<file path="config.mk">
export PLATFORM = sky130hd
export DESIGN_NAME = bresenham_circle_raster
export DESIGN_NICKNAME = d
export VERILOG_FILES = /design/src/sv/bcr_pkg.sv /design/src/sv/bresenham_circle_raster.sv
export SDC_FILE = /design/constraint.sdc
export NUM_CORES = 1
export LEC_CHECK = 0
export BUFFER_PORTS_ARGS = -buffer_cell sky130_fd_sc_hd__buf_2
export CAP_MARGIN = 5
export CELL_PAD_IN_SITES_DETAIL_PLACEMENT = 2
export CELL_PAD_IN_SITES_GLOBAL_PLACEMENT = 2
export CORE_MARGIN = 3
export CORE_UTILIZATION = 40
export CTS_BUF_LIST = sky130_fd_sc_hd__clkbuf_4 sky130_fd_sc_hd__clkbuf_8 sky130_fd_sc_hd__clkbuf_16
export DETAILED_ROUTE_END_ITERATION = 8
export PLACE_DENSITY = 0.83
export SLEW_MARGIN = 20
export SYNTH_ARGS = -nofsm -noshare
export SYNTH_HDL_FRONTEND = slang
export SYNTH_SLANG_ARGS = --single-unit
</file>
<file path="constraint.sdc">
create_clock -name clk -period 5.4 [get_ports clk]
set_input_delay 0.81 -clock clk [delete_from_list [all_inputs] [get_ports clk]]
set_output_delay 0.81 -clock clk [all_outputs]
set_load 0.005 [all_outputs]
</file>
<file path="src/sv/bcr_pkg.sv">
// ----------------------------------------------------------------------------
// bcr_pkg
// Shared types and constants for the Bresenham circle rasterizer.
// ----------------------------------------------------------------------------
package bcr_pkg;

  localparam int unsigned DISPLAY_WIDTH  = 320;
  localparam int unsigned DISPLAY_HEIGHT = 240;

  localparam int unsigned COORD_W = 10;
  localparam int unsigned COLOR_W = 8;
  localparam int unsigned PIX_W   = 12;
  localparam int unsigned OFSX_W  = 11;
  localparam int unsigned OFSY_W  = 12;
  localparam int unsigned DEC_W   = 14;

  localparam int unsigned IN_TDATA_W  = 40;
  localparam int unsigned OUT_TDATA_W = 40;
  localparam int unsigned OUT_TUSER_W = 3;

  localparam logic [DEC_W-1:0] DEC_INIT = DEC_W'(3);
  localparam logic [DEC_W-1:0] DEC_DIAG = DEC_W'(10);
  localparam logic [DEC_W-1:0] DEC_AXIS = DEC_W'(6);
  localparam logic [8:0]       COLOR_MAX = 9'd255;

  localparam logic CMD_START = 1'b0;
  localparam logic CMD_STEP  = 1'b1;

  typedef enum logic [1:0] {
    ST_OK     = 2'd0,
    ST_BOUNDS = 2'd1,
    ST_COLOR  = 2'd2,
    ST_IDLE   = 2'd3
  } status_t;

  typedef struct packed {
    status_t              status;
    logic                 err;
    logic [COORD_W-1:0]   cx;
    logic [COORD_W-1:0]   cy;
    logic [OFSX_W-1:0]    ofs_x;
    logic [OFSY_W-1:0]    ofs_y;
    logic [COLOR_W-1:0]   color;
    logic                 done;
  } job_t;

endpackage

</file>
<file path="src/sv/bresenham_circle_raster.sv">
// ----------------------------------------------------------------------------
// bresenham_circle_raster
// Bresenham circle rasterizer emitting eight symmetric pixels per request.
// ----------------------------------------------------------------------------
// Usage:
//   in_*  : request stream. in_tuser is the command (start or step), in_tdata
//           carries center, radius and color. The circle state (offsets and
//           decision value) is updated in the cycle a request is accepted.
//   out_* : result stream. A valid request yields eight pixel results, an
//           error request yields one status result; out_tlast marks the final
//           result of each request.
// Path: an accepted request is registered in the holding register, then
//   moves to the emit stage, and each result is registered at the output.
// Throughput: one result per cycle from a single emit counter when the output
//   is free; eight per pixel request, one per error request. One request
//   waits in a holding register while the previous one is emitted.
// Reset: clears the circle state, the holding register and the output valid.
// Stall: while out_tready is low the output register holds; the holding
//   register fills and in_tready drops until the emitter moves on.
// ----------------------------------------------------------------------------
module bresenham_circle_raster (
  input  logic                               clk,
  input  logic                               rst_n,
  input  logic                               in_tvalid,
  output logic                               in_tready,
  // center_x[9:0], center_y[19:10], radius[29:20], color[38:30]
  input  logic [bcr_pkg::IN_TDATA_W-1:0]     in_tdata,
  // cmd
  input  logic                               in_tuser,
  output logic                               out_tvalid,
  input  logic                               out_tready,
  // pixel_x[11:0], pixel_y[23:12], pixel_color[31:24], on_screen[32],
  // circle_done[33]
  output logic [bcr_pkg::OUT_TDATA_W-1:0]    out_tdata,
  // status[1:0], pixel_valid[2]
  output logic [bcr_pkg::OUT_TUSER_W-1:0]    out_tuser,
  output logic                               out_tlast
);
  import bcr_pkg::*;

  // circle state
  logic                 active_r, active_nxt;
  logic [OFSX_W-1:0]    ofs_x_r, ofs_x_nxt;
  logic [OFSY_W-1:0]    ofs_y_r, ofs_y_nxt;
  logic [DEC_W-1:0]     dec_r, dec_nxt;
  logic [COORD_W-1:0]   cx_r, cx_nxt;
  logic [COORD_W-1:0]   cy_r, cy_nxt;
  logic [COLOR_W-1:0]   color_r, color_nxt;

  // holding and emit stages
  logic                 pend_v_r, pend_v_nxt;
  job_t                 pend_r, pend_nxt;
  logic                 cur_v_r, cur_v_nxt;
  job_t                 cur_r, cur_nxt;
  logic [2:0]           idx_r, idx_nxt;

  // output register
  logic                 out_v_r, out_v_nxt;
  logic [OUT_TDATA_W-1:0] out_data_r, out_data_nxt;
  logic [OUT_TUSER_W-1:0] out_user_r, out_user_nxt;
  logic                 out_last_r, out_last_nxt;

  logic                 accept;
  logic [COORD_W-1:0]   in_cx, in_cy, in_rad;
  logic [8:0]           in_col;

  logic [DEC_W-1:0]     x_w, y_w;
  logic                 dec_pos;
  logic [OFSX_W-1:0]    step_x;
  logic [OFSY_W-1:0]    step_y;
  logic                 step_done;
  job_t                 job;

  logic                 fire, emit_last, load_cur;
  logic [PIX_W-1:0]     x12, a_val, b_val, px, py;
  logic                 on_scr;

  assign in_cx  = in_tdata[9:0];
  assign in_cy  = in_tdata[19:10];
  assign in_rad = in_tdata[29:20];
  assign in_col = in_tdata[38:30];

  assign in_tready = !pend_v_r || load_cur;
  assign accept    = in_tvalid && in_tready;

  // step arithmetic, modulo the decision width
  always_comb begin
    x_w     = {{(DEC_W-OFSX_W){ofs_x_r[OFSX_W-1]}}, ofs_x_r} + DEC_W'(1);
    dec_pos = !dec_r[DEC_W-1] && (dec_r != '0);
    y_w     = {{(DEC_W-OFSY_W){ofs_y_r[OFSY_W-1]}}, ofs_y_r} - DEC_W'(dec_pos);
    step_x  = x_w[OFSX_W-1:0];
    step_y  = y_w[OFSY_W-1:0];
    step_done = $signed(step_y) < $signed({step_x[OFSX_W-1], step_x});
  end

  always_comb begin
    active_nxt = active_r;
    ofs_x_nxt  = ofs_x_r;
    ofs_y_nxt  = ofs_y_r;
    dec_nxt    = dec_r;
    cx_nxt     = cx_r;
    cy_nxt     = cy_r;
    color_nxt  = color_r;
    job        = '0;
    job.status = ST_OK;
    if (in_tuser == CMD_START) begin
      if (in_col > COLOR_MAX) begin
        job.status = ST_COLOR;
        job.err    = 1'b1;
      end else if (in_cx > COORD_W'(DISPLAY_WIDTH) || in_cy > COORD_W'(DISPLAY_HEIGHT)) begin
        job.status = ST_BOUNDS;
        job.err    = 1'b1;
      end else begin
        active_nxt = 1'b1;
        ofs_x_nxt  = '0;
        ofs_y_nxt  = {{(OFSY_W-COORD_W){1'b0}}, in_rad};
        dec_nxt    = DEC_INIT - {{(DEC_W-COORD_W-1){1'b0}}, in_rad, 1'b0};
        cx_nxt     = in_cx;
        cy_nxt     = in_cy;
        color_nxt  = in_col[COLOR_W-1:0];
      end
    end else begin
      if (!active_r) begin
        job.status = ST_IDLE;
        job.err    = 1'b1;
      end else begin
        ofs_x_nxt = step_x;
        ofs_y_nxt = step_y;
        if (dec_pos) begin
          dec_nxt = dec_r + ((x_w - y_w) << 2) + DEC_DIAG;
        end else begin
          dec_nxt = dec_r + (x_w << 2) + DEC_AXIS;
        end
        job.done = step_done;
        if (step_done) begin
          active_nxt = 1'b0;
        end
      end
    end
    if (!job.err) begin
      job.cx    = cx_nxt;
      job.cy    = cy_nxt;
      job.ofs_x = ofs_x_nxt;
      job.ofs_y = ofs_y_nxt;
      job.color = color_nxt;
    end
    if (!accept || job.err) begin
      active_nxt = active_r;
      ofs_x_nxt  = ofs_x_r;
      ofs_y_nxt  = ofs_y_r;
      dec_nxt    = dec_r;
      cx_nxt     = cx_r;
      cy_nxt     = cy_r;
      color_nxt  = color_r;
    end
  end

  // emitter: one result per cycle from the current request while the output is free
  assign fire      = cur_v_r && (!out_v_r || out_tready);
  assign emit_last = cur_r.err || (idx_r == 3'd7);
  assign load_cur  = pend_v_r && (!cur_v_r || (fire && emit_last));

  always_comb begin
    pend_v_nxt = pend_v_r;
    pend_nxt   = pend_r;
    if (accept) begin
      pend_v_nxt = 1'b1;
      pend_nxt   = job;
    end else if (load_cur) begin
      pend_v_nxt = 1'b0;
    end
    cur_v_nxt = cur_v_r;
    cur_nxt   = cur_r;
    idx_nxt   = idx_r;
    if (load_cur) begin
      cur_v_nxt = 1'b1;
      cur_nxt   = pend_r;
      idx_nxt   = '0;
    end else if (fire) begin
      if (emit_last) begin
        cur_v_nxt = 1'b0;
      end else begin
        idx_nxt = idx_r + 3'd1;
      end
    end
  end

  // symmetric pixel for the current index
  always_comb begin
    x12   = {cur_r.ofs_x[OFSX_W-1], cur_r.ofs_x};
    a_val = idx_r[2] ? cur_r.ofs_y : x12;
    b_val = idx_r[2] ? x12 : cur_r.ofs_y;
    px = idx_r[0] ? ({{(PIX_W-COORD_W){1'b0}}, cur_r.cx} - a_val)
                  : ({{(PIX_W-COORD_W){1'b0}}, cur_r.cx} + a_val);
    py = idx_r[1] ? ({{(PIX_W-COORD_W){1'b0}}, cur_r.cy} - b_val)
                  : ({{(PIX_W-COORD_W){1'b0}}, cur_r.cy} + b_val);
    on_scr = !px[PIX_W-1] && (px < PIX_W'(DISPLAY_WIDTH)) &&
             !py[PIX_W-1] && (py < PIX_W'(DISPLAY_HEIGHT));
  end

  always_comb begin
    out_v_nxt    = out_v_r;
    out_data_nxt = out_data_r;
    out_user_nxt = out_user_r;
    out_last_nxt = out_last_r;
    if (fire) begin
      out_v_nxt    = 1'b1;
      out_last_nxt = emit_last;
      if (cur_r.err) begin
        out_data_nxt = '0;
        out_user_nxt = {1'b0, cur_r.status};
      end else begin
        out_data_nxt = {6'd0, emit_last && cur_r.done, on_scr, cur_r.color, py, px};
        out_user_nxt = {1'b1, ST_OK};
      end
    end else if (out_tready) begin
      out_v_nxt = 1'b0;
    end
  end

  always_ff @(posedge clk) begin
    if (!rst_n) begin
      active_r <= 1'b0;
      ofs_x_r  <= '0;
      ofs_y_r  <= '0;
      dec_r    <= '0;
      cx_r     <= '0;
      cy_r     <= '0;
      color_r  <= '0;
      pend_v_r <= 1'b0;
      cur_v_r  <= 1'b0;
      idx_r    <= '0;
      out_v_r  <= 1'b0;
    end else begin
      active_r <= active_nxt;
      ofs_x_r  <= ofs_x_nxt;
      ofs_y_r  <= ofs_y_nxt;
      dec_r    <= dec_nxt;
      cx_r     <= cx_nxt;
      cy_r     <= cy_nxt;
      color_r  <= color_nxt;
      pend_v_r <= pend_v_nxt;
      cur_v_r  <= cur_v_nxt;
      idx_r    <= idx_nxt;
      out_v_r  <= out_v_nxt;
    end
  end

  always_ff @(posedge clk) begin
    pend_r     <= pend_nxt;
    cur_r      <= cur_nxt;
    out_data_r <= out_data_nxt;
    out_user_r <= out_user_nxt;
    out_last_r <= out_last_nxt;
  end

  assign out_tvalid = out_v_r;
  assign out_tdata  = out_data_r;
  assign out_tuser  = out_user_r;
  assign out_tlast  = out_last_r;

endmodule

</file>
==> run metrics <==
result of the run=finished, final reports clean; most instantiated cells after synthesis=148 x edfxtp_1, 114 x nand2_1, 114 x nor2_1, 92 x ha_1, 72 x dfxtp_1; count of input and output buffers=between 80 and 90; clock latency on the worst-skew pair=about 540 ps; Placed Instance Area=roughly 13000 µm²; count of pins over their slew limit=0; H-Tree Level Count=1; global-route total usage across every layer=between 20% and 30%; CP Data Arrival Time=around 5500 ps; worst clock skew on the final layout=between 20 and 25 ps; endpoints failing setup=0; total grt overflow=0; Longest Clk Path Bufs=3; first-pass GRT wire length=64800 µm; Post-synth ARST share=0%; Clock transition at path regs=about 60 ps; design internal power=0.00320 W; endpoints failing hold=0; share of the yosys chip area belonging to registers=a little under half; count of inserted antenna diode cells=0; upper clock frequency limit=between 150 and 200 MHz; Util after Layout=47.3%; share of layout cells above drive strength 1=14.0%; share of total power in the clock network=a little over two fifths; minimum clock period after layout=slightly above 5000 ps; Crit Path Category=reg -> reg; number of nets with antenna violations after detailed routing=0; class of the tightest hold or removal check=reg -> reg; pin count of the biggest net entering global routing=between 40 and 50; Post-Synthesis Mean Instance Area=between 10 and 15 µm²; fin worst setup slack=315 ps; number of placement rows=63; Finished Layout Cells=between 1500 and 2000; number of global-route vias before repair=10850; met3 wirelength from detailed routing=between 1000 and 1500 µm; post-synth top area share=35.8%; number of unique standard cell types used by synthesis=76; die outline height=~180 µm; CTS Buf Count=26; die width=182 µm; core region area=roughly 30000 µm²; initial antenna violation count=0; share of total power in sequential cells=~43%; slew at the pin closest to its max-slew limit=a little over 1000 ps; initial cell density of the core=between 40% and 50%; worst-case vdd ir drop=between 0.2 and 0.25 mV; power share of the combinational group=around 16%; number of flops mapped to enable cells by yosys=about 150; first-iteration detailed-routing DRC count=558; post-synthesis instance total=between 1000 and 1500; hold buffer count at CTS=0; number of cells in the design after placement=~1600; layout overhead on the synthesized area=14.8%; post-DP HPWL=29600 µm; number of clock sinks=between 200 and 250; Final Instance Area=14300 µm²; post-place setup slack=-9.08 ps; kind of launch point of the worst setup path=flop; cell accounting for the most synthesized area=edfxtp_1; GPL Wtd Cong=between 0.8 and 0.9; 1st-pass router iterations=5; via count=slightly below 10000; dominant cell by count in the synthesized netlist=edfxtp_1; clock root cell=clkbuf_16; total of flip-flops plus latches after synthesis=220; biggest fanout along the worst timing path=5; total number of nets in the final design=around 1400; Remaining DRCs=0; CTS tree=built; Final Cycle Share=around 94%; average via count per standard cell=~5.8; Mapped Area=about 12000 µm²; DIE AREA=33200 µm²; LEAKAGE=roughly 5.7 nW; share of total power consumed by net switching=a little over a quarter; Yosys warning count=0; total routed wirelength=roughly 42000 µm; biggest area contributors in the synthesized netlist=edfxtp_1 36%, dfxtp_1 12%, ha_1 9.3%, nand2_1 3.4%, nor2_1 3.4%; met2 wire len=between 20000 and 25000 µm; relative slew slack=31.2%; I/O pins=approximately 90; max-cap violation count=0; net switching component of the power=around 0.0012 W; routed wirelength normalized by instance count=approximately 25 µm; TNS Setup=0 ps; type of destination of the critical path=flop; Worst EP required=between 5000 and 6000 ps; power per cell area=between 300 and 400 nW/µm²; met1 WL=approximately 17000 µm; Top Metal Used=met4; Top FF cell, synth=edfxtp_1
layer usage:
layer | GRT usage (%) | up-vias
met5 | 0 | -
met4 | 7.98 | 0
met3 | 2.51 | 82
met2 | 45.5 | 225
met1 | 30.3 | 4963
li1 | - | 4481
power groups by stage:
stage | clock [W] | combinational (W) | sequential [W]
after detailed placement | 0 | 0.000646 | 0.00192
final | 0.00183 | 0.000680 | 0.00188
after CTS | 0.00186 | 0.000666 | 0.00188
after floorplan | 0 | 0.000445 | 0.00191
after global routing | 0.00192 | 0.000752 | 0.00189
after global placement | 0 | 0.000605 | 0.00191
worst paths after layout:
check | end | start | slack [ps] | depth (start not counted)
min | cur_r[46]$_DFFE_PP_ | pend_r[46]$_SDFFCE_PP0P_ | 420 | 0
max reg2reg | dec_r[12]$_SDFFE_PN0P_ | dec_r[6]$_SDFFE_PN0P_ | 320 | 22
max | dec_r[12]$_SDFFE_PN0P_ | dec_r[6]$_SDFFE_PN0P_ | 320 | 22
min reg2reg | cur_r[46]$_DFFE_PP_ | pend_r[46]$_SDFFCE_PP0P_ | 420 | 0
sequential cells by signal, indices dropped and copies added (netlist names), 3 cells and up:
name	flops
color_r	8
cur_r	55
cx_r	10
cy_r	10
dec_r	14
idx_r	3
ofs_x_r	11
ofs_y_r	12
out_tdata	34
out_tuser	3
pend_r	55
through the flow:
stage	hold slack, ps	total power (W)
floorplan	400	0.00235
global placement	402	0.00252
detailed placement	409	0.00257
CTS	419	0.00441
global route	427	0.00456
finish	421	0.00439
cells by family (layout without fill, tap and decap cells):
logic type	count (synthesis)	after routing	synth area share, %
muxes	29	29	2.38
DFF	220	220	47.4
other	1	6	0.0302
and+or+nand+nor	390	390	15.2
adders and majority gates	97	97	10.1
xor gates and xnor gates	88	88	6.32
AOI/OAI and AO/OA	267	267	15.0
buffers and inverters	109	206	3.62
cells in the final DEF (no fill, tap or decap), drive strengths merged, types with 4 or more instances in the layout:
cell	count
a211oi	12
and3	14
mux2i	25
clkinv	11
clkbuf	32
o211a	8
inv	55
dfxtp	72
nand2	114
o21bai	4
nor3b	13
a21boi	38
buf	103
a21o	15
a22o	26
conb	6
ha	92
nand3	15
edfxtp	148
nor2	114
nor4	11
o21ai	54
fa	5
xnor2	39
and2	14
o31a	4
nand2b	11
o31ai	5
nor3	31
mux2	4
nor2b	31
o21a	14
a21oi	45
xor2	48
o211ai	12
layout make-up:
type                            count  area, µm²
Fill cell                        3156      15900
Multi-Input combinational cell    877       6220
Sequential cell                   220       5890
Tap cell                          390        488
Clock inverter                     16        184
Clock buffer                       32        708
Timing Repair Buffer              103        566
Inverter                           55        206
critical path: stages (launching register included):
cell and delay, ps:
dfxtp_1 370, nor4_4 320, buf_4 160, a41oi_2 150
ha_1 280, ha_2 250, xor2_2 190, inv_1 90
ha_1 360, o21a_1 200, o31a_1 130, o211a_1 260
o31ai_2 330, and3_1 230, xnor2_1 140, ha_1 260
ha_1 350, a21o_1 170, a41oi_1 190, xnor2_1 80
and2_1 160, o31ai_1 200, a21oi_1 100
repair_timing:
| action | CTS | global route |
|---|---|---|
| gates resized for setup | 2 | 12 |
| buffers inserted | 0 | 0 |
| pin swaps | 0 | 0 |
| setup endpoints to repair | 1 | 3 |
| cloned | 0 | 0 |
Note: power is estimated with default switching activity, not from simulation.
